File: src/hw/rtl/bms_pkg.sv
// Shared types and constants of the stepper move sequencer.
// Depends on nothing; every other file of the block but bms_stream_if uses it by scoped names.
`default_nettype none
package bms_pkg;

  localparam int POS_BITS = 24;
  localparam int BL_BITS  = 16;
  localparam int CNT_BITS = POS_BITS + 1;

  // Command codes of the func field.
  localparam logic [2:0] FUNC_TICK     = 3'd0;
  localparam logic [2:0] FUNC_REL_MOVE = 3'd1;
  localparam logic [2:0] FUNC_ABS_MOVE = 3'd2;
  localparam logic [2:0] FUNC_ABORT    = 3'd3;
  localparam logic [2:0] FUNC_ZERO     = 3'd4;

  // Configuration register indexes.
  localparam logic [1:0] REG_MAX_POSITION    = 2'd0;
  localparam logic [1:0] REG_BACKLASH_ENABLE = 2'd1;
  localparam logic [1:0] REG_BACKLASH_STEPS  = 2'd2;
  localparam logic [1:0] REG_REVERSED        = 2'd3;

  localparam logic [POS_BITS-1:0] RESET_MAX_POSITION  = 24'd2048000;
  localparam logic [POS_BITS-1:0] RESET_POSITION      = 24'd1024000;
  localparam logic [BL_BITS-1:0]  RESET_BACKLASH      = 16'd650;

  typedef struct packed {
    logic [2:0]          func;
    logic                move_dir;
    logic [POS_BITS-1:0] step_amount;
    logic [POS_BITS-1:0] target_position;
  } cmd_t;

  typedef struct packed {
    logic                step_pulse;
    logic                dir_level;
    logic [POS_BITS-1:0] position_now;
    logic                moving;
    logic [CNT_BITS-1:0] remaining;
    logic                move_done;
    logic                done_aborted;
  } res_t;

  typedef struct packed {
    logic [POS_BITS-1:0] max_position;
    logic                backlash_enable;
    logic [BL_BITS-1:0]  backlash_steps;
    logic                reversed;
  } cfg_t;

  typedef struct packed {
    logic [POS_BITS-1:0] position;
    logic                direction;
    logic                active;
    logic [CNT_BITS-1:0] total_count;
    logic [BL_BITS-1:0]  move_backlash;
    logic [CNT_BITS-1:0] steps_taken;
    logic                abort_pending;
  } seq_state_t;

endpackage
`default_nettype wire

File: src/hw/rtl/bms_stream_if.sv
// Valid/ready channel carrying one payload item per handshake.
// The payload type is a parameter.
`default_nettype none
interface bms_stream_if #(
  parameter type T = logic
);
  logic valid;
  logic ready;
  T     data;

  modport source (output valid, output data, input ready);
  modport sink (input valid, input data, output ready);
endinterface
`default_nettype wire

File: src/hw/rtl/bms_cfg_regs.sv
// Configuration register file of the sequencer.
// Uses bms_pkg for the register indexes, reset values and cfg_t.
`default_nettype none
module bms_cfg_regs (
  input  wire logic                         clk,
  input  wire logic                         rst,
  input  wire logic                         we,
  input  wire logic [1:0]                   index,
  input  wire logic [bms_pkg::POS_BITS-1:0] data,
  output bms_pkg::cfg_t                     cfg
);

  always_ff @(posedge clk) begin
    if (rst) begin
      cfg.max_position    <= bms_pkg::RESET_MAX_POSITION;
      cfg.backlash_enable <= 1'b1;
      cfg.backlash_steps  <= bms_pkg::RESET_BACKLASH;
      cfg.reversed        <= 1'b0;
    end else if (we) begin
      unique case (index)
        bms_pkg::REG_MAX_POSITION:    cfg.max_position    <= data;
        bms_pkg::REG_BACKLASH_ENABLE: cfg.backlash_enable <= data[0];
        bms_pkg::REG_BACKLASH_STEPS:  cfg.backlash_steps  <= data[bms_pkg::BL_BITS-1:0];
        bms_pkg::REG_REVERSED:        cfg.reversed        <= data[0];
        default: ;
      endcase
    end
  end

endmodule
`default_nettype wire

File: src/hw/rtl/bms_seq_core.sv
// Move sequencer state and its single-pass next-state logic.
// Uses bms_pkg for cmd_t, res_t, cfg_t and seq_state_t.
`default_nettype none
module bms_seq_core (
  input  wire logic          clk,
  input  wire logic          rst,
  input  wire logic          accept,
  input  wire bms_pkg::cmd_t cmd,
  input  wire bms_pkg::cfg_t cfg,
  output bms_pkg::res_t      res
);

  localparam int CNT = bms_pkg::CNT_BITS;
  localparam int BL  = bms_pkg::BL_BITS;
  localparam int POS = bms_pkg::POS_BITS;

  bms_pkg::seq_state_t st;
  bms_pkg::seq_state_t st_next;

  function automatic bms_pkg::seq_state_t start_move(bms_pkg::seq_state_t s, logic dir,
                                                     logic [POS-1:0] steps, bms_pkg::cfg_t c);
    bms_pkg::seq_state_t r;
    logic [BL-1:0]       bl;
    r  = s;
    bl = (dir && c.backlash_enable && (steps != '0)) ? c.backlash_steps : '0;
    r.direction     = dir;
    r.total_count   = {1'b0, steps} + {{(CNT-BL){1'b0}}, bl};
    r.move_backlash = bl;
    r.steps_taken   = '0;
    r.abort_pending = 1'b0;
    r.active        = 1'b1;
    return r;
  endfunction

  function automatic bms_pkg::seq_state_t start_unwind(bms_pkg::seq_state_t s);
    bms_pkg::seq_state_t r;
    r = s;
    r.direction     = 1'b0;
    r.total_count   = {{(CNT-BL){1'b0}}, s.move_backlash};
    r.steps_taken   = '0;
    r.abort_pending = 1'b0;
    r.active        = 1'b1;
    return r;
  endfunction

  function automatic bms_pkg::seq_state_t to_idle(bms_pkg::seq_state_t s);
    bms_pkg::seq_state_t r;
    r = s;
    r.active        = 1'b0;
    r.total_count   = '0;
    r.move_backlash = '0;
    r.steps_taken   = '0;
    r.abort_pending = 1'b0;
    return r;
  endfunction

  logic           unwinding;
  logic           limit;
  logic [CNT-1:0] taken_inc;
  logic [CNT-1:0] move_part;
  logic           pulse;
  logic           done;
  logic           aborted;

  always_comb begin
    st_next   = st;
    pulse     = 1'b0;
    done      = 1'b0;
    aborted   = 1'b0;
    unwinding = (st.move_backlash != '0) &&
                ({{(CNT-BL){1'b0}}, st.move_backlash} == st.total_count);
    limit     = st.direction ? (st.position >= cfg.max_position) : (st.position == '0);
    taken_inc = st.steps_taken + 1'b1;
    // Steps beyond the move part are backlash overshoot and leave position alone.
    move_part = st.total_count - {{(CNT-BL){1'b0}}, st.move_backlash};

    unique case (cmd.func)
      bms_pkg::FUNC_REL_MOVE: st_next = start_move(st, cmd.move_dir, cmd.step_amount, cfg);
      bms_pkg::FUNC_ABS_MOVE: begin
        if (cmd.target_position < st.position)
          st_next = start_move(st, 1'b0, st.position - cmd.target_position, cfg);
        else
          st_next = start_move(st, 1'b1, cmd.target_position - st.position, cfg);
      end
      bms_pkg::FUNC_ABORT: begin
        if (st.active) st_next.abort_pending = 1'b1;
      end
      bms_pkg::FUNC_ZERO: st_next.position = '0;
      bms_pkg::FUNC_TICK: begin
        if (st.active) begin
          if ((st.abort_pending && !unwinding) || (limit && !unwinding
              && (st.total_count != '0))) begin
            if (st.move_backlash != '0) begin
              st_next = start_unwind(st);
            end else begin
              st_next = to_idle(st);
              done    = 1'b1;
              aborted = 1'b1;
            end
          end else if (st.total_count == '0) begin
            st_next = to_idle(st);
            done    = 1'b1;
          end else if (limit) begin
            // A limit hit during the unwind only flags the abort; the unwind stalls.
            st_next.abort_pending = 1'b1;
          end else begin
            pulse = 1'b1;
            st_next.steps_taken = taken_inc;
            if (taken_inc <= move_part) begin
              if (st.direction) st_next.position = st.position + 1'b1;
              else              st_next.position = st.position - 1'b1;
            end
            if (taken_inc == st.total_count) begin
              if ((st.move_backlash != '0) && !unwinding) begin
                st_next = start_unwind(st_next);
              end else begin
                st_next = to_idle(st_next);
                done    = 1'b1;
              end
            end
          end
        end
      end
      default: ;
    endcase

    res.step_pulse   = pulse;
    res.dir_level    = st_next.direction ^ cfg.reversed;
    res.position_now = st_next.position;
    res.moving       = st_next.active;
    res.remaining    = st_next.active ? (st_next.total_count - st_next.steps_taken) : '0;
    res.move_done    = done;
    res.done_aborted = aborted;
  end

  always_ff @(posedge clk) begin
    if (rst) begin
      st.position      <= bms_pkg::RESET_POSITION;
      st.direction     <= 1'b0;
      st.active        <= 1'b0;
      st.total_count   <= '0;
      st.move_backlash <= '0;
      st.steps_taken   <= '0;
      st.abort_pending <= 1'b0;
    end else if (accept) begin
      st <= st_next;
    end
  end

endmodule
`default_nettype wire

File: src/hw/rtl/bms_out_reg.sv
// Result register between the sequencer logic and the result channel.
// Uses bms_pkg for res_t; its free signal gates acceptance of the next item.
`default_nettype none
module bms_out_reg (
  input  wire logic          clk,
  input  wire logic          rst,
  input  wire logic          load,
  input  wire bms_pkg::res_t res,
  output logic               free,
  bms_stream_if.source       status
);

  logic valid;

  // The register is free when empty or when its item leaves in this cycle.
  assign free         = !valid || status.ready;
  assign status.valid = valid;

  always_ff @(posedge clk) begin
    if (rst) begin
      valid <= 1'b0;
    end else if (load) begin
      valid <= 1'b1;
    end else if (status.ready) begin
      valid <= 1'b0;
    end
  end

  always_ff @(posedge clk) begin
    if (load) status.data <= res;
  end

endmodule
`default_nettype wire

File: src/hw/rtl/stepper_move_backlash_sequencer_top.sv
// Stepper move sequencer with backlash compensation. Every command item
// (tick, relative or absolute move, abort, zero position) is handled by the
// combinational sequencer logic and yields exactly one status item in the
// next cycle from the result register; a new item is accepted every cycle
// as long as the result register is empty or drains in that cycle, so the
// sustained rate is one item per cycle. Uses bms_pkg and bms_stream_if.
`default_nettype none
module stepper_move_backlash_sequencer_top (
  input  wire logic                         clk,
  input  wire logic                         rst,
  input  wire logic                         cfg_we,
  input  wire logic [1:0]                   cfg_index,
  input  wire logic [bms_pkg::POS_BITS-1:0] cfg_data,
  bms_stream_if.sink                        cmd,
  bms_stream_if.source                      status
);

  bms_pkg::cfg_t cfg;
  bms_pkg::res_t res;
  bms_pkg::cmd_t cmd_item;
  logic          free;
  logic          accept;

  assign cmd.ready = free;
  assign accept    = cmd.valid && free;
  assign cmd_item  = cmd.data;

  bms_cfg_regs u_cfg (
    .clk   (clk),
    .rst   (rst),
    .we    (cfg_we),
    .index (cfg_index),
    .data  (cfg_data),
    .cfg   (cfg)
  );

  bms_seq_core u_core (
    .clk    (clk),
    .rst    (rst),
    .accept (accept),
    .cmd    (cmd_item),
    .cfg    (cfg),
    .res    (res)
  );

  bms_out_reg u_out (
    .clk    (clk),
    .rst    (rst),
    .load   (accept),
    .res    (res),
    .free   (free),
    .status (status)
  );

endmodule
`default_nettype wire
File: src/flat_wrapper.sv
// flat-port wrapper written by rule: the top's interface ports become plain ports
module stepper_move_backlash_sequencer_top_flat 
  (clk, rst, cfg_we, cfg_index, cfg_data, cmd_valid, cmd_data, cmd_ready, status_valid, status_data, status_ready);
  bms_stream_if cmd_i ();
  bms_stream_if status_i ();
  input  wire logic clk;
  input  wire logic rst;
  input  wire logic cfg_we;
  input  wire logic [1:0] cfg_index;
  input  wire logic [bms_pkg::POS_BITS-1:0] cfg_data;
  input wire logic [$bits(cmd_i.valid)-1:0] cmd_valid;
  input wire logic [$bits(cmd_i.data)-1:0] cmd_data;
  output wire logic [$bits(cmd_i.ready)-1:0] cmd_ready;
  output wire logic [$bits(status_i.valid)-1:0] status_valid;
  output wire logic [$bits(status_i.data)-1:0] status_data;
  input wire logic [$bits(status_i.ready)-1:0] status_ready;
  assign cmd_i.valid = cmd_valid;
  assign cmd_i.data = cmd_data;
  assign cmd_ready = cmd_i.ready;
  assign status_valid = status_i.valid;
  assign status_data = status_i.data;
  assign status_i.ready = status_ready;
  stepper_move_backlash_sequencer_top u_core (.clk(clk), .rst(rst), .cfg_we(cfg_we), .cfg_index(cfg_index), .cfg_data(cfg_data), .cmd(cmd_i), .status(status_i));
endmodule
File: config.mk
export PLATFORM = sky130hd
export DESIGN_NAME = stepper_move_backlash_sequencer_top_flat
export DESIGN_NICKNAME = d
export VERILOG_FILES = /design/src/hw/rtl/bms_pkg.sv /design/src/hw/rtl/bms_stream_if.sv /design/src/hw/rtl/bms_cfg_regs.sv /design/src/hw/rtl/bms_seq_core.sv /design/src/hw/rtl/bms_out_reg.sv /design/src/hw/rtl/stepper_move_backlash_sequencer_top.sv /design/src/flat_wrapper.sv
export SDC_FILE = /design/constraint.sdc
export NUM_CORES = 1
export LEC_CHECK = 0
export BUFFER_PORTS_ARGS = -buffer_cell sky130_fd_sc_hd__clkbuf_2
export CORE_MARGIN = 2
export CORE_UTILIZATION = 39
export DETAILED_ROUTE_END_ITERATION = 8
export GPL_ROUTABILITY_DRIVEN = 0
export PLACE_DENSITY_LB_ADDON = 0.1
export REMOVE_ABC_BUFFERS = 1
export SLEW_MARGIN = 5
export SYNTH_ARGS = -nofsm -noshare
export SYNTH_HDL_FRONTEND = slang
export SYNTH_SLANG_ARGS = --single-unit
File: constraint.sdc
create_clock -name clk -period 4.6 [get_ports clk]
set_input_delay 0.69 -clock clk [delete_from_list [all_inputs] [get_ports clk]]
set_output_delay 0.69 -clock clk [all_outputs]
set_load 0.1 [all_outputs]
Word-level counts from Yosys, hierarchy flattened
Index checks and enable logic that the tools add are counted.

word-level totals
  bits of input ports = 32
  output and inout bits = 3
  flip-flop bits (word level) = 119
  word-level logic and storage cells = 69

cells by class
  order comparisons = 2
  reduce and logical (&&, ||, !) cells = 28
  multiplexer cells = 14
  $add $sub $neg = 4
  equal/unequal tests = 8
  bitwise gates (word level) = 3

operators with widths
  kind                   number
  $mux 69                3
  $mux 93                2
  $mux 92                1
  $mux 68                1
  $mux 24                2
  $add 25x1->25 const B  1
  $eq 16x25->1           1
  $eq 25x25->1           1
  $le 25x25->1           1
  $logic_not 25->1       1
  $reduce_bool 25->1     1
  $sub 25x16->25         1
  $add 24x1->24 const B  1
  $ge 24x24->1           1
  $logic_not 24->1       1
  $sub 24x1->24 const B  1
  $reduce_bool 16->1     1
  $reduce_and 7->1       1
  $logic_and 1x1->1      6
  $ne 2x2->1 const B     3
  $reduce_and 3->1       2
  $reduce_and 6->1       1
  $reduce_bool 2->1      3
  $mux 1                 5
  other kinds (12)       17

Depth between registers and ports, before layout
Gate-level depths: netlist of the first run.

  depth in word-level cells = 10
  depth in mapped cells = 16
  gate-level depth less buffers = 15

By module
Synthesis of the first run repeated with hierarchy kept, for this count alone.

second synthesis, totals
  cell total of the unflattened synthesis = 2452
  area total of the unflattened synthesis = 17759.5 µm²

by module, submodules not included
  module                               seq. area each (µm²)  area an instance (µm²)  instances  cells each
  bms_seq_core                         1861.8                15876.5                 1          2271
  bms_cfg_regs                         840.8                 1796.7                  1          174
  bms_out_reg                          50.0                  76.3                    1          5
  stepper_move_backlash_sequencer_top  0.0                   10.0                    1          2

Worst setup path after synthesis of the first run
OpenSTA, ideal clock, no wires.

  path kind = reg2reg
  from = register u_core.u_core.st[1] in the netlist's numbering
  to = register u_core.u_core.st[90] in the netlist's numbering
  path slack = 0.865 ns
  stages on the path, launching flop included = 16
  arrival time = 3.604 ns
  library setup time = 0.131 ns
  path buffers = 1
  period minus slack after synthesis = 3.735 ns
  required time = 4.469 ns
  path through = dfxtp_1 > ha_1 > nand4_2 > nor3_4 > and3_2 > xor2_1 > ha_1 > a21o_1 > a21o_1 > a221o_1 > a22oi_1 > nand3_1 > a2111o_1 > buf_4 > o311ai_1 > o41ai_1

on the way
  word-level cells in the longest chain between the ends = 6

RTL lines
  item                      line                 text
  start: declaration        bms_seq_core.sv:17   bms_pkg::seq_state_t st;
  start signal: assignment  bms_seq_core.sv:146  st <= st_next;
  $add 25x1->25             bms_seq_core.sv:73   taken_inc = st.steps_taken + 1'b1;
  $le 25x25->1              bms_seq_core.sv:109  if (taken_inc <= move_part) begin
  $mux 24                   bms_seq_core.sv:109
  $mux 92                   bms_seq_core.sv:103  end else if (limit) begin
  $mux 93                   bms_seq_core.sv:100  end else if (st.total_count == '0) begin
  $mux 93                   bms_seq_core.sv:91   if ((st.abort_pending && !unwinding) || (limit && !unwinding

No other way between the ends. The select of a mux whose other input is x is not followed.
A chain may end at the register's enable or synchronous reset.

Worst setup path in the final report of the first run
  from = register u_core.u_core.st[2] in the netlist's numbering
  to = register u_core.u_core.st[92] in the netlist's numbering

Same word-level chain as after synthesis.

==> results of run 1 <==
## how the worst max path moves through the flow
stage                     depth (start not counted)                    to                 from
after detailed placement                         13  u_core.u_core.st[92]  u_core.u_core.st[2]
after floorplan                                  14  u_core.u_core.st[83]  u_core.u_core.st[1]
after CTS                                        13  u_core.u_core.st[92]  u_core.u_core.st[2]
final                                            13  u_core.u_core.st[92]  u_core.u_core.st[2]
after global placement                           13  u_core.u_core.st[92]  u_core.u_core.st[2]
after global routing                             13  u_core.u_core.st[92]  u_core.u_core.st[2]
## cell families (layout without fill, tap and decap cells)
logic type,Yosys count,in the layout,share of synthesized area [%]
other,1,9,0.107
XOR/XNOR,28,28,6.99
flip-flops,54,54,31.1
multiplexers,10,10,3.07
AO/OA/AOI/OAI,94,94,18.5
AND/OR/NAND/NOR,160,160,26.7
adder cells (fa/ha/maj),27,27,9.63
buffers and inverters,31,36,3.89
## sequential cells by signal, summed over array words and instances, names as in the netlist
signal,count
u_core.u_out.status.data,1
u_core.u_core.st,52
u_core.u_out.status.valid,1
## area by class of cell
| class | count | area (µm²) | share of cell area, % |
|---|---|---|---|
| clock buffers | 6 | 93.8 | 2.47 |
| clock inverters | 2 | 17.5 | 0.462 |
| inverters | 14 | 52.6 | 1.39 |
| multi-input cells | 328 | 2310 | 61.0 |
| flip-flops and latches | 54 | 1090 | 28.8 |
| well taps | 108 | 135 | 3.56 |
| repair buffers | 14 | 90.1 | 2.38 |
## worst min-delay path: stages, from the launching register on
cell and delay, ns:
dfxtp_1 0.35, nand2_1 0.06, a21oi_1 0.03
## stage by stage
stage | worst slack, ns | area (µm²) | cells | total power, µW | hold WS, ns
6_report | 0.385 | 3790 | 526 | 823 | 0.474
5_1_grt | 0.0337 | 3790 | 526 | 856 | 0.515
4_1_cts | 0.346 | 3790 | 526 | 836 | 0.480
3_5_place_dp | 0.372 | 3680 | 518 | 514 | 0.461
3_3_place_gp | 0.383 | 3680 | 518 | 514 | 0.451
2_1_floorplan | 0.486 | 3460 | 396 | 502 | 0.434
## power by group
group	total, µW	internal (µW)	switching, µW
combinational	33.8	6.83	26.9
clock	320	144	176
sequential	470	470	0.342
## layer usage
layer  vias to the layer above  wire length (µm)  track usage, %
li1                       1499                 -               -
met1                      1312              3940            22.4
met2                        22              3320            26.1
met3                        15               165            2.98
met4                         0               170            5.90
met5                         -                 0               0
## synthesized netlist by cell type, drive strengths merged (5+ instances only)
| master | n |
|---|---|
| a21o | 5 |
| a21oi | 24 |
| a22o | 14 |
| and2 | 7 |
| and3 | 9 |
| buf | 5 |
| clkbuf | 12 |
| dfxtp | 53 |
| ha | 27 |
| inv | 14 |
| mux2 | 6 |
| nand2 | 26 |
| nand2b | 6 |
| nand3 | 15 |
| nand4 | 8 |
| nor2 | 35 |
| nor2b | 12 |
| nor3 | 9 |
| nor4 | 10 |
| o21ai | 21 |
| or3 | 9 |
| xnor2 | 14 |
| xor2 | 14 |
==> flow_summary.json, run 1 <==
{
  "start_util_pct": 40.2,
  "synth_edf_count": 1,
  "hold_depth": 2,
  "crit_required_ns": 4.85,
  "final_cell_mix": "dfxtp_1, nor2_1, ha_1, nand2_1, a21oi_1",
  "nets": 476,
  "port_buffers": 6,
  "layout_commonest_cell": "dfxtp_1",
  "cts_buffers": 5,
  "ant_nets": 0,
  "cts_hold_buf": 0,
  "wl_mm": 7.60,
  "worstPathMaxFanout": 16,
  "dieArea_um2": 9770,
  "cellPowerDensity_nw_per_um2": 217,
  "crit_chain": "ha_1 -> nand4_2 -> nor3_4 -> and3_1 -> xor2_1 -> ha_1 -> and4_1 -> a221o_1 -> a22oi_1 -> nand3_1 -> a2111o_1 -> or4_1 -> a21oi_1",
  "synth-seq-cells": 54,
  "leakagePower_uw": 0.00164,
  "arrival_ns": 4.46,
  "r2r_cells": 13,
  "yosysWarnings": 0,
  "cts_root_buf": "clkbuf_8",
  "hp-class": "flip-flop to flip-flop",
  "std_cell_rows": 34,
  "synth_top_area_share_pct": 30.2,
  "clk_latency_ns": 0.33,
  "fin_crit_ns": 4.21,
  "grt_setup_unrepaired": "no",
  "outcome": "completed",
  "wl_per_cell_um": 14.5,
  "path_clk_slew_ns": 0.11,
  "synth.distinct_cells": 69,
  "coreArea_um2": 8720,
  "ys_seq_area_share_pct": 31.1,
  "dr_total_vias": 2848,
  "ctsResizeCount": 0,
  "area_delta_synth_final_pct": 8.06,
  "whs_endpoint": "u_core.u_core.st[67]",
  "h-tree-depth": 2,
  "final-hold-violation-count": 0,
  "num_antenna_cells": 0,
  "io_pins": 35,
  "ir_drop_mv": 0.121,
  "end_kind": "flip-flop",
  "crit_type": "flip-flop to flip-flop",
  "fin_setup_tns_ns": 0,
  "via_per_inst": 5.41,
  "path_buf_inv": 0,
  "drive_above_1_share_pct": 11.2,
  "cpMaxStageDelayCell": "a2111o_1",
  "reg2reg_from": "u_core.u_core.st[2]",
  "fmax_mhz": 237,
  "die_width_um": 98.9,
  "synthArstFlopShare_pct": 0,
  "synthesis.area_um2": 3510,
  "n_fill_cell": 866,
  "syn-instance-count": 405,
  "synth_top_cell_by_area": "dfxtp_1",
  "rrSetupSlack_ns": 0.39,
  "cp_top_family": "simple AND/OR/NAND/NOR gates",
  "grt_pass1_wl_mm": 13.2,
  "crit_top_cell": "ha_1",
  "hpwlAfterDp_mm": 5.53,
  "gr-usage-all-layers_pct": 16.4,
  "max_cap_violations": 0,
  "synthFlopType": "dfxtp_1",
  "gr-total-overflow": 0,
  "slew_viol_final": 0,
  "cts_tree": "built",
  "final_util_pct": 43.5,
  "clock_sinks": 54,
  "grt_max_degree": 40,
  "relSlewSlack_pct": 48.4,
  "slowest_delay_ns": 0.61,
  "synthTopCellsByArea": "dfxtp_1, ha_1, nor2_1, a22o_1, xnor2_1",
  "first_iter_violations": 93,
  "die_y_um": 98.9,
  "post_cts_buffers": 0,
  "crit_path_start_kind": "flip-flop",
  "drt_pre_antenna_iters": 4,
  "hp-start": "u_core.u_core.st[67]",
  "grt_pass1_vias": 2780,
  "antenna_found_initial": 0,
  "post-route-drc-count": 0,
  "timing.rr.end": "u_core.u_core.st[92]",
  "setup_violations": 0,
  "syn_avg_cell_area_um2": 8.67,
  "clk_path_buf_depth": 2,
  "finClkSkew_ns": 0.0172,
  "tightest_slew_ns": 0.774,
  "finalCritPeriodShare_pct": 91.6
}
Note: power is estimated with default switching activity, not from simulation.
==> run 2: changes to the inputs <==
--- a/config.mk
+++ b/config.mk
@@ -7,9 +7,10 @@
 export LEC_CHECK = 0
 export BUFFER_PORTS_ARGS = -buffer_cell sky130_fd_sc_hd__clkbuf_2
 export CORE_MARGIN = 2
-export CORE_UTILIZATION = 39
+export CORE_UTILIZATION = 50
 export DETAILED_ROUTE_END_ITERATION = 8
 export GPL_ROUTABILITY_DRIVEN = 0
+export GPL_TIMING_DRIVEN = 0
 export PLACE_DENSITY_LB_ADDON = 0.1
 export REMOVE_ABC_BUFFERS = 1
 export SLEW_MARGIN = 5
==> constraint.sdc (replaced) <==
create_clock -name clk -period 5.4 [get_ports clk]
set_input_delay 0.81 -clock clk [delete_from_list [all_inputs] [get_ports clk]]
set_output_delay 0.81 -clock clk [all_outputs]
set_load 0.1 [all_outputs]
==> run 2 against run 1 <==
  * Clock-buffer cell count unchanged
  * Critical path depth unchanged
  * First-iteration DRC count up 88%
  * Utilization up 11 points
  * Combinational power down 16%
  * Clock skew up 0.0012 ns
  * Die area down 21%
  * Fmax down 7.9%
  * Sequential power down 15%
  * Clock power down 23%
  * Cell count down 3.8%
  * Wire length down 5.0%
  * Critical path type unchanged
  * Largest power group unchanged
==> flow_summary.json, run 2 (synthesis gave the netlist of run 1 again) <==
{
  "cellPowerDensity_nw_per_um2": 181,
  "dr_total_vias": 2879,
  "end_kind": "flip-flop",
  "outcome": "completed",
  "whs_endpoint": "u_core.u_core.st[67]",
  "dieArea_um2": 7710,
  "hold_depth": 2,
  "nets": 468,
  "die_width_um": 87.8,
  "cts_hold_buf": 0,
  "clock_sinks": 54,
  "final-hold-violation-count": 0,
  "slew_viol_final": 0,
  "worstPathMaxFanout": 11,
  "crit_required_ns": 5.60,
  "rrSetupSlack_ns": 0.82,
  "r2r_cells": 13,
  "finClkSkew_ns": 0.0184,
  "via_per_inst": 5.69,
  "io_pins": 35,
  "stdcell_area_um2": 3710,
  "area_delta_synth_final_pct": 5.85,
  "grt_max_degree": 40,
  "drive_above_1_share_pct": 10.0,
  "crit_type": "flip-flop to flip-flop",
  "dpl-instance-area_um2": 3610,
  "largest_reg_flops": 52,
  "path_buf_inv": 0,
  "timing.rr.end": "u_core.u_core.st[83]",
  "wl_mm": 7.23,
  "cts_buffers": 5,
  "cpMaxStageDelayCell": "a211oi_2",
  "finalCritPeriodShare_pct": 84.8,
  "coreArea_um2": 6790,
  "first_iter_violations": 175,
  "relSlewSlack_pct": 39.2,
  "regMostFlops": "u_core.u_core.st",
  "top_regs": "u_core.u_core.st x52, u_core.u_out.status.data x1, u_core.u_out.status.valid x1",
  "leakagePower_uw": 0.00159,
  "seqCellArea_um2": 1090,
  "max_cap_violations": 0,
  "slowest_delay_ns": 0.67,
  "fmax_mhz": 218,
  "power_uw": 674,
  "hp-start": "u_core.u_core.st[67]",
  "final_util_pct": 54.7,
  "grt_setup_unrepaired": "no",
  "antenna_found_initial": 0,
  "crit_path_start": "u_core.u_core.st[1]",
  "wl_per_cell_um": 14.3,
  "gr-usage-all-layers_pct": 19.8,
  "cts_root_buf": "clkbuf_8",
  "fin_crit_ns": 4.58,
  "path_clk_slew_ns": 0.11,
  "setup_violations": 0,
  "ant_nets": 0,
  "layout_commonest_cell": "dfxtp_1",
  "std_cell_rows": 30,
  "port_buffers": 6,
  "die_y_um": 87.8,
  "ctsResizeCount": 0,
  "drt_pre_antenna_iters": 4,
  "final_cell_mix": "dfxtp_1, nor2_1, ha_1, nand2_1, a21oi_1",
  "fin_setup_tns_ns": 0,
  "h-tree-depth": 2,
  "ir_drop_mv": 0.122,
  "post_cts_buffers": 0,
  "cp_top_family": "simple AND/OR/NAND/NOR gates",
  "num_antenna_cells": 0,
  "hpwlAfterDp_mm": 5.24,
  "crit_path_start_kind": "flip-flop",
  "clk_latency_ns": 0.32,
  "gr-total-overflow": 0,
  "tightest_slew_ns": 0.912,
  "reg2reg_from": "u_core.u_core.st[1]",
  "hp-class": "flip-flop to flip-flop",
  "post-route-drc-count": 0,
  "grt_pass1_vias": 2516,
  "clk_path_buf_depth": 2,
  "grt_pass1_wl_mm": 12.2,
  "start_util_pct": 51.7,
  "crit_chain": "ha_1 -> nand4_2 -> nor3_4 -> and3_1 -> xor2_1 -> ha_1 -> and4_1 -> a221o_1 -> a22oi_1 -> nand3_1 -> a211oi_2 -> and3_1 -> mux2_1",
  "cts_tree": "built",
  "arrival_ns": 4.78,
  "n_fill_cell": 644,
  "multi_input_area_um2": 2320
}
run 2: layout make-up:
cell class / instances / area share (%)
multi-input cells: 328 / 62.5
inverters: 14 / 1.41
well taps: 96 / 3.23
repair buffers: 6 / 0.808
clock inverters: 2 / 0.472
clock buffers: 6 / 2.22
flip-flops and latches: 54 / 29.4
run 2: worst register-to-register path, cell delays in order (launching register included):
cell and delay (ns):
dfxtp_1 0.44, ha_1 0.29, nand4_2 0.26, nor3_4 0.45
and3_1 0.28, xor2_1 0.27, ha_1 0.29, and4_1 0.21
a221o_1 0.35, a22oi_1 0.21, nand3_1 0.19, a211oi_2 0.67
and3_1 0.26, mux2_1 0.31
run 2: how the worst max path moves through the flow:
stage                      endpoint  slack (ns)  cells after the start
6_report       u_core.u_core.st[83]        0.82                     13
5_1_grt        u_core.u_core.st[83]        0.51                     13
4_1_cts        u_core.u_core.st[83]        0.36                     13
3_3_place_gp   u_core.u_core.st[83]        0.38                     13
3_5_place_dp   u_core.u_core.st[83]        0.40                     13
2_1_floorplan  u_core.u_core.st[83]        1.29                     14
run 2: routing by layer:
layer | vias to the layer above | part of all wire (%) | global-route usage, %
met3 | 5 | 3.6 | 2.83
li1 | 1471 | - | -
met4 | 0 | 0.71 | 4.20
met1 | 1365 | 50 | 28.1
met5 | - | 0 | 0
met2 | 38 | 46 | 32.1
run 2: per-stage QoR:
step,worst slack [ns],hold slack (ns),instances
final,0.823,0.482,506
after global routing,0.512,0.511,506
after global placement,0.376,0.445,498
after detailed placement,0.403,0.465,498
after CTS,0.360,0.482,506
after floorplan,1.29,0.434,396
run 2: power by group:
group          internal, µW  switching [µW]  leakage, µW  total [µW]
combinational          5.39            22.9      0.00111        28.3
sequential              400           0.399     0.000437         400
clock                   106             139    0.0000514         245
==> run 3: changes to the inputs <==
--- a/config.mk
+++ b/config.mk
@@ -5,6 +5,7 @@
 export SDC_FILE = /design/constraint.sdc
 export NUM_CORES = 1
 export LEC_CHECK = 0
+export ABC_AREA = 1
 export BUFFER_PORTS_ARGS = -buffer_cell sky130_fd_sc_hd__clkbuf_2
 export CORE_MARGIN = 2
 export CORE_UTILIZATION = 50
==> constraint.sdc (replaced) <==
create_clock -name clk -period 4.4 [get_ports clk]
set_input_delay 0.66 -clock clk [delete_from_list [all_inputs] [get_ports clk]]
set_output_delay 0.66 -clock clk [all_outputs]
set_load 0.1 [all_outputs]
==> run 3 against run 2 <==
  * Combinational power is 21% higher
  * Utilization is 1.4 points lower
  * Design area grew 16%
==> flow_summary.json, run 3 <==
{
  "outcome": "completed",
  "syn_avg_cell_area_um2": 6.43,
  "crit_required_ns": 4.57,
  "setup_violations": 0,
  "p_sw_share_pct": 23.5,
  "post-route-drc-count": 0,
  "synth_edf_count": 1,
  "cellPowerDensity_nw_per_um2": 203,
  "grt_setup_unrepaired": "no",
  "fmax_mhz": 271,
  "post_cts_buffers": 0,
  "wl_mm": 10.1,
  "coreArea_um2": 8090,
  "yosysWarnings": 0,
  "worstPathMaxFanout": 27,
  "n_fill_cell": 860,
  "nets": 700,
  "clk_path_buf_depth": 2,
  "hp-class": "flip-flop to flip-flop",
  "layout_commonest_cell": "nand2_1",
  "std_cell_rows": 33,
  "synth-xor-area-share_pct": 4.43,
  "crit_cells": 13,
  "end_kind": "flip-flop",
  "ant_nets": 0,
  "cell_internal_pwr_uw": 670,
  "dr_total_vias": 4029,
  "synth_mux_area_share_pct": 0,
  "clockPowerShare_pct": 40.0,
  "synth_simple_gate_area_share_pct": 42.4,
  "crit_path_start_kind": "flip-flop",
  "synth.distinct_cells": 40,
  "port_buffers": 6,
  "first_iter_violations": 250,
  "hpwlAfterDp_mm": 7.29,
  "arrival_ns": 3.85,
  "rrSetupSlack_ns": 0.71,
  "synth-seq-cells": 54,
  "path_clk_slew_ns": 0.11,
  "tightest_slew_ns": 1.28,
  "sequentialPowerShare_pct": 56.1,
  "num_antenna_cells": 0,
  "cts_buffers": 5,
  "slew_viol_final": 0,
  "grt_max_degree": 45,
  "reg2reg_from": "u_core.u_core.st[57]",
  "leakagePower_uw": 0.00184,
  "cts_tree": "built",
  "synthesis.area_um2": 4120,
  "fin_setup_tns_ns": 0,
  "area_delta_synth_final_pct": 4.55,
  "ys_seq_area_share_pct": 26.5,
  "path_buf_inv": 1,
  "cts_hold_buf": 0,
  "drt_pre_antenna_iters": 5,
  "clk_latency_ns": 0.31,
  "dieArea_um2": 8990,
  "r2r_cells": 13,
  "largest_reg_flops": 52,
  "crit_path_start": "u_core.u_core.st[57]",
  "synthTopCellsByCount": "nand2_1, nor2_1, inv_1, dfxtp_1, nand3_1",
  "io_pins": 35,
  "ir_drop_mv": 0.165,
  "wl_per_cell_um": 13.5,
  "finalCritPeriodShare_pct": 83.8,
  "synthFlopType": "dfxtp_1",
  "ctsResizeCount": 0,
  "start_util_pct": 50.9,
  "synthAdderAreaFrac_pct": 8.20,
  "final-hold-violation-count": 0,
  "fin_crit_ns": 3.69,
  "cts_root_buf": "clkbuf_8",
  "die_y_um": 94.8,
  "switchingPower_uw": 206,
  "slowest_delay_ns": 0.61,
  "relSlewSlack_pct": 14.3,
  "cpMaxStageDelayCell": "dfxtp_1",
  "synthTopCellsByArea": "dfxtp_1, nand2_1, ha_1, nor2_1, nand3_1",
  "synth_top_cell_by_area": "dfxtp_1",
  "grt_pass1_vias": 3463,
  "endpoint": "u_core.u_core.st[57]",
  "final_cell_mix": "nand2_1, nor2_1, inv_1, nand3_1, dfxtp_1",
  "gr-total-overflow": 0,
  "timing.rr.end": "u_core.u_core.st[57]",
  "h-tree-depth": 2,
  "synth_top_area_share_pct": 25.7,
  "hold_depth": 2,
  "clock_sinks": 54,
  "grt_pass1_wl_mm": 16.7,
  "power_frac_comb_pct": 3.9,
  "antenna_found_initial": 0,
  "crit_type": "flip-flop to flip-flop",
  "max_cap_violations": 0,
  "power_uw": 876,
  "drive_above_1_share_pct": 7.79,
  "gr-usage-all-layers_pct": 23.3,
  "top_regs": "u_core.u_core.st x52, u_core.u_out.status.data x1, u_core.u_out.status.valid x1",
  "syn-instance-count": 641,
  "synth_compound_area_share_pct": 9.38,
  "synth_top_family_by_area": "simple AND/OR/NAND/NOR gates",
  "regMostFlops": "u_core.u_core.st",
  "synthArstFlopShare_pct": 0,
  "crit_chain": "inv_1 -> ha_1 -> nand2_1 -> nor2_1 -> nand4_1 -> nor2_1 -> nand3_1 -> nor2_1 -> nand3_2 -> nand2_1 -> nand2_1 -> nand2_1 -> nor2_1",
  "via_per_inst": 5.39,
  "synth_most_common_cell": "nand2_1",
  "finClkSkew_ns": 0.0146,
  "die_width_um": 94.8,
  "cp_top_family": "simple AND/OR/NAND/NOR gates"
}
==> run 3: changes by cell type in the layout (fill, tap and decap cells not counted), sizes merged, moves of 26 or more <==
cell	change
nand2	+157
inv	+50
nor2	+50
nand3	+41
a21oi	+31
nand4	+26
==> run 3: cell type report <==
type | count | area [µm²] | share of cell area (%)
clock buffers | 5 | 68.8 | 1.60
clock inverters | 3 | 47.5 | 1.10
inverters | 66 | 250 | 5.81
multi-input cells | 508 | 2690 | 62.4
flip-flops and latches | 54 | 1090 | 25.3
well taps | 105 | 131 | 3.05
repair buffers | 6 | 30.0 | 0.697
==> run 3: worst min-delay path by stage <==
stage / start / endpoint / slack, ns
floorplan: u_core.u_core.st[0] / u_core.u_core.st[0] / 0.42
global placement: u_core.u_core.st[0] / u_core.u_core.st[0] / 0.43
detailed placement: u_core.u_core.st[0] / u_core.u_core.st[0] / 0.44
CTS: u_core.u_core.st[0] / u_core.u_core.st[0] / 0.45
global route: u_core.u_core.st[67] / u_core.u_core.st[67] / 0.47
finish: u_core.u_core.st[0] / u_core.u_core.st[0] / 0.45
==> run 3: logic make-up after synthesis <==
family	after synthesis
DFF	54
xor gates and xnor gates	20
adders and majority gates	27
buffers and inverters	87
AOI/OAI and AO/OA	68
and+or+nand+nor	384
other	1
==> run 3: worst min-delay path, delay by kind of cell (launching register included) <==
family | cells | cell delay [ns]
and+or+nand+nor | 2 | 0.09
DFF | 1 | 0.33
==> run 3: stage by stage <==
stage	setup slack, ns	cells	utilization [%]	instance area (µm²)	hold WS [ns]
3_5_place_dp	0.717	739	51.8	4190	0.436
2_1_floorplan	0.998	628	-	4030	0.417
3_3_place_gp	0.726	739	51.8	4190	0.431
4_1_cts	0.719	747	53.2	4310	0.454
5_1_grt	0.340	747	53.2	4310	0.473
6_report	0.714	747	53.2	4310	0.447
==> run 3: metal layers <==
layer,global-route usage (%),share of wire [%],vias to the layer above,wire [µm]
met1,36.1,52,1850,5270
met2,34.8,43,81,4320
met3,2.71,4.1,6,415
li1,-,-,2092,-
met4,3.99,0.75,0,76
met5,0,0,-,0
==> run 3: power groups by stage <==
stage	Clock [µW]	Sequential [µW]	Combinational, µW
3_5_place_dp	0	503	34.2
4_1_cts	363	491	34.3
2_1_floorplan	0	510	13.7
5_1_grt	375	492	37.4
6_report	350	491	34.3
3_3_place_gp	0	502	33.4
